===== src/sv/swmm_pkg.sv =====
// ----------------------------------------------------------------------------
// swmm_pkg: shared types and helpers for the sliding window min/max block
// Sample widths, the per-cell state record and signed min/max helpers.
// ----------------------------------------------------------------------------
package swmm_pkg;

  localparam int SAMPLE_W       = 32;
  localparam int WIN_SIZE_W     = 11;
  localparam int MAX_WINDOW_DEF = 1024;

  // State of one cell: the extremes over the newest (index + 1) samples of the
  // current sequence, valid once that many samples have arrived.
  typedef struct packed {
    logic                       vld;
    logic signed [SAMPLE_W-1:0] mn;
    logic signed [SAMPLE_W-1:0] mx;
  } swmm_cell_t;

  function automatic logic signed [SAMPLE_W-1:0] smin(
    input logic signed [SAMPLE_W-1:0] a,
    input logic signed [SAMPLE_W-1:0] b
  );
    return (a < b) ? a : b;
  endfunction

  function automatic logic signed [SAMPLE_W-1:0] smax(
    input logic signed [SAMPLE_W-1:0] a,
    input logic signed [SAMPLE_W-1:0] b
  );
    return (a > b) ? a : b;
  endfunction

endpackage


===== src/sv/swmm_cell.sv =====
// ----------------------------------------------------------------------------
// swmm_cell: one stage of the running min/max chain
// Folds the incoming sample into the extremes handed over by its neighbor.
// ----------------------------------------------------------------------------
module swmm_cell
  import swmm_pkg::*;
#(
  parameter bit FIRST = 1'b0
) (
  input  logic                       clk_i,
  input  logic                       rst_ni,
  input  logic                       en_i,
  input  logic                       sos_i,
  input  logic signed [SAMPLE_W-1:0] sample_i,
  input  swmm_cell_t                 prev_i,
  output swmm_cell_t                 cell_o
);

  logic       vld_q, vld_d;
  logic       inherit;
  swmm_cell_t data_q, data_d;

  // The neighbor's extremes belong to this sequence only if no restart came.
  assign inherit = !FIRST && prev_i.vld && !sos_i;

  always_comb begin
    vld_d       = FIRST ? 1'b1 : inherit;
    data_d.vld  = vld_d;
    data_d.mn   = inherit ? smin(sample_i, prev_i.mn) : sample_i;
    data_d.mx   = inherit ? smax(sample_i, prev_i.mx) : sample_i;
  end

  always_ff @(posedge clk_i or negedge rst_ni) begin
    if (!rst_ni) begin
      vld_q <= 1'b0;
    end else if (en_i) begin
      vld_q <= vld_d;
    end
  end

  always_ff @(posedge clk_i) begin
    if (en_i) begin
      data_q <= data_d;
    end
  end

  always_comb begin
    cell_o     = data_q;
    cell_o.vld = vld_q;
  end

endmodule


===== config.mk =====
export PLATFORM = sky130hd
export DESIGN_NAME = swmm_cell
export DESIGN_NICKNAME = d
export VERILOG_FILES = /design/src/sv/swmm_pkg.sv /design/src/sv/swmm_cell.sv
export SDC_FILE = /design/constraint.sdc
export NUM_CORES = 1
export LEC_CHECK = 0
export BUFFER_PORTS_ARGS = -buffer_cell sky130_fd_sc_hd__buf_4
export CAP_MARGIN = 10
export CORE_MARGIN = 2
export CORE_UTILIZATION = 45
export DETAILED_ROUTE_END_ITERATION = 10
export PLACE_DENSITY = 0.73
export SLEW_MARGIN = 15
export SYNTH_ARGS = -nofsm -noshare
export SYNTH_HDL_FRONTEND = slang
export SYNTH_SLANG_ARGS = --single-unit
export TNS_END_PERCENT = 20

===== constraint.sdc =====
create_clock -name clk_i -period 1.2 [get_ports clk_i]
set_clock_uncertainty 0.2 [all_clocks]
set_input_delay 0.24 -clock clk_i [delete_from_list [all_inputs] [get_ports clk_i]]
set_output_delay 0.24 -clock clk_i [all_outputs]
set_load 0.01 [all_outputs]

**Word-level counts from Yosys, hierarchy flattened**

Cells that the tools add are included.

- Bits in registers: 65
- Input port bits: 101
- Logic and storage cells: 11

- $lt $le $gt $ge: 2
- Mux-type cells: 4
- Reduce and logical (&&, ||, !) cells: 2

Operators by type and width:

| cell | count |
|---|---|
| 32-bit two-way mux | 4 |
| 32-bit > comparator | 1 |
| 32-bit less-than comparator | 1 |
| 1-bit logical AND | 1 |
| 1-bit logical NOT | 1 |

**Longest topological paths before layout**

- Depth after elaboration: 3
- Gate-level depth with buffers: 12
- Depth with buffers taken out: 8

**Worst setup path before layout**

Ideal clock, no wire load.

- Path kind: input port to flip-flop
- Start: in prev_i[49] (netlist bit)
- End: reg data_q, in the netlist cell_o[54] (data pin)
- Library setup time: 267 ps
- Data arrival time: 2102 ps
- Required time: 733 ps
- Path slack: -1369 ps
- Stages on the path: 10
- Buffers on the path: 2
- Cell sequence: inv_1 > ha_1 > a21o_1 > a221o_1 > o2bb2ai_2 > or2_1 > buf_6 > o211ai_2 > buf_4 > o221ai_2

RTL lines:

| item | RTL line | RTL |
|---|---|---|
| start: declaration | swmm_cell.sv:15 | `input swmm_cell_t prev_i,` |
| end signal: assignment | swmm_cell.sv:43 | `data_q <= data_d;` |
| end: declaration | swmm_cell.sv:21 | `swmm_cell_t data_q, data_d;` |

==> run metrics <==
pre-CTS setup slack -1740 ps; failing checks negative setup slack; YS warnings 0; crit path kind in -> reg; top cells by area, synth edfxtp_1, ha_1, inv_1, o221ai_2, mux2i_1; Mapped Avg Cell Area around 10 um^2; reg2reg start vld_q; first-pass GRT wire length 29.2 mm; die area 12400 um^2; Final Power about 8.5 mW; buffer type at the clock tree root clkbuf_16; Cells after Synth 506; GRT busiest layer met2; status finished, violations left; Crit path arrival time 2280 ps; most frequent cell after synthesis inv_1; Hold Crit Class in -> async; detailed placement HPWL between 10 and 15 mm; Synth top cells by count inv_1, edfxtp_1, ha_1, mux2i_1, nand2_1; syn nets 670; H-Tree Depth 3; met2 Use GR 0.509; vias per inst slightly below 6; Via Count 5444; Fmax 416 MHz; GR Util met3 0.0381; antenna violations before repair 0; 1st-iter DRT viols 360; post-layout util 0.782; Core Area roughly 11000 um^2; Slew HR 0.773; Port Buffer Count roughly 170; Reg2Reg Depth 1; num rows 39; Die H 111 um; Layout Cells excl Fill 924; peak supply drop about 0.00064 V; NumNets Final ~940; CP max FO 7; vias in the first global route 5702; Antenna diodes 0; Period minus WS final 2400 ps; Starting Density 0.458; RSZ-0062 raised after global routing true; EDFF count, synth 64; Die W roughly 110 um; Max-Cap Viols 0; final setup margin -1200 ps; Startpoint Class input pin; r2r endpoint vld_q; largest net degree at the start of global routing 29; final routed DRC violation total 0; Post-synth ARST share 0.0154; Setup Viol. Count Final 129; cell taking the most area after synthesis edfxtp_1; layout cells sized above 1 0.547; Netlist cell types 52; #FFs+latches synth between 60 and 70; # IOs 166; final-report hold violation count 0; Worst setup EP type flip-flop; post-synthesis sequential area ratio 0.375; post-route cell area slightly below 9000 um^2; fin crit share 2.00; Min Hold Slack around 34 ps; Final TNS setup -80000 ps; area growth from synthesis to layout 70.7%; PwrDens about 960 nW/um^2; drt pass-1 iters 5; drt total wl 19.3 mm; # fillers 657; Worst-path clk slew about 50 ps; Slew @ Worst Pin 338 ps; CTS sink cnt 65; Area after DPL approximately 7500 um^2; total track usage 0.297; WL/cell 20.9 um; CTS tree done; ANT nets after route 0; dpl cells ~900; CTS Buffer Depth 2; R2R setup slack about 230 ps; Synth top area share 0.370; worst skew pair latency approximately 330 ps; Req. time, crit path approximately 1100 ps; most common flop cell mapped by yosys edfxtp_1; synthesized area 5190 um^2; Max Transition Viols Final 0; Num CTS Buffers 9; grt ovf 0; Leak around 4.0 nW; Final GP Congestion 0.855; GR Util met1 0.373
-- metal layers --
metal  share of wire  vias to the layer above
met5               0                        -
met4           0.043                        0
met3           0.059                       70
met2            0.51                      289
met1            0.39                     2612
li1                -                     2473
-- cells in the final DEF (no fill, tap or decap), drive strengths merged, types with 2 or more instances in the layout --
cell and count:
clkbuf 11, a211o 4, or2 3, and4 2
nand2 27, o221ai 31, nor3 2, nand4 10
o211ai 3, a21oi 22, clkinv 3, o21ai 5
and2 2, mux2 3, nand3 21, or3 2
o22ai 2, o21a 5, a31oi 17, mux2i 30
o2111ai 17, a21o 8, inv 97, ha 63
nor4 17, nand2b 3, edfxtp 64, buf 290
nor2b 2
-- where the power goes --
part	internal (mW)	switching (mW)
Clock	1.37	0.943
Sequential	2.81	0.119
Combinational	1.70	1.53
-- area by class of cell --
type	count	area [um^2]	share of cell area
Multi-Input combinational cell	313	3360	0.379
Timing Repair Buffer	291	2700	0.305
Sequential cell	65	1950	0.220
Inverter	97	419	0.0473
Clock buffer	11	233	0.0263
Tap cell	143	179	0.0202
Clock inverter	4	21.3	0.00240
-- flip-flops by register name, indices dropped and copies added (netlist names) --
register,count
vld_q,1
cell_o,64
-- cells by family after synthesis --
group                    count (synthesis)  synth area share
AO/OA/AOI/OAI                          124             0.207
adder cells (fa/ha/maj)                 63             0.152
buffers and inverters                  128             0.106
flip-flops                              65             0.375
multiplexers                            33            0.0644
AND/OR/NAND/NOR                         93            0.0953
-- worst max-delay path, stage by stage --
cell and delay, ps:
buf_4 130, ha_1 300, and3_1 220, nand4_1 210
buf_4 170, nor3_4 40, a21o_1 170, o211ai_1 240
buf_6 240, mux2_4 320
-- how the worst max path moves through the flow --
stage                             from    endpoint  slack, ps  depth (start not counted)
after floorplan             prev_i[60]  cell_o[53]      -1290                         11
after global placement    sample_i[21]  cell_o[34]      -1670                          9
after detailed placement  sample_i[31]  cell_o[21]      -1740                          9
after CTS                   prev_i[11]  cell_o[31]      -1120                         10
after global routing      sample_i[14]  cell_o[47]      -1270                         10
final                     sample_i[22]   cell_o[0]      -1200                         10
-- timing repair --
action / in CTS / in global routing
cloned: 2 / 0
pin swaps: 25 / 23
endpoints found under the hold margin: 1 / 0
setup endpoints to repair: 129 / 129
buffers inserted: 11 / 1
gates resized for setup: 141 / 58
hold buffers: 1 / 0
Note: power is estimated with default switching activity, not from simulation.
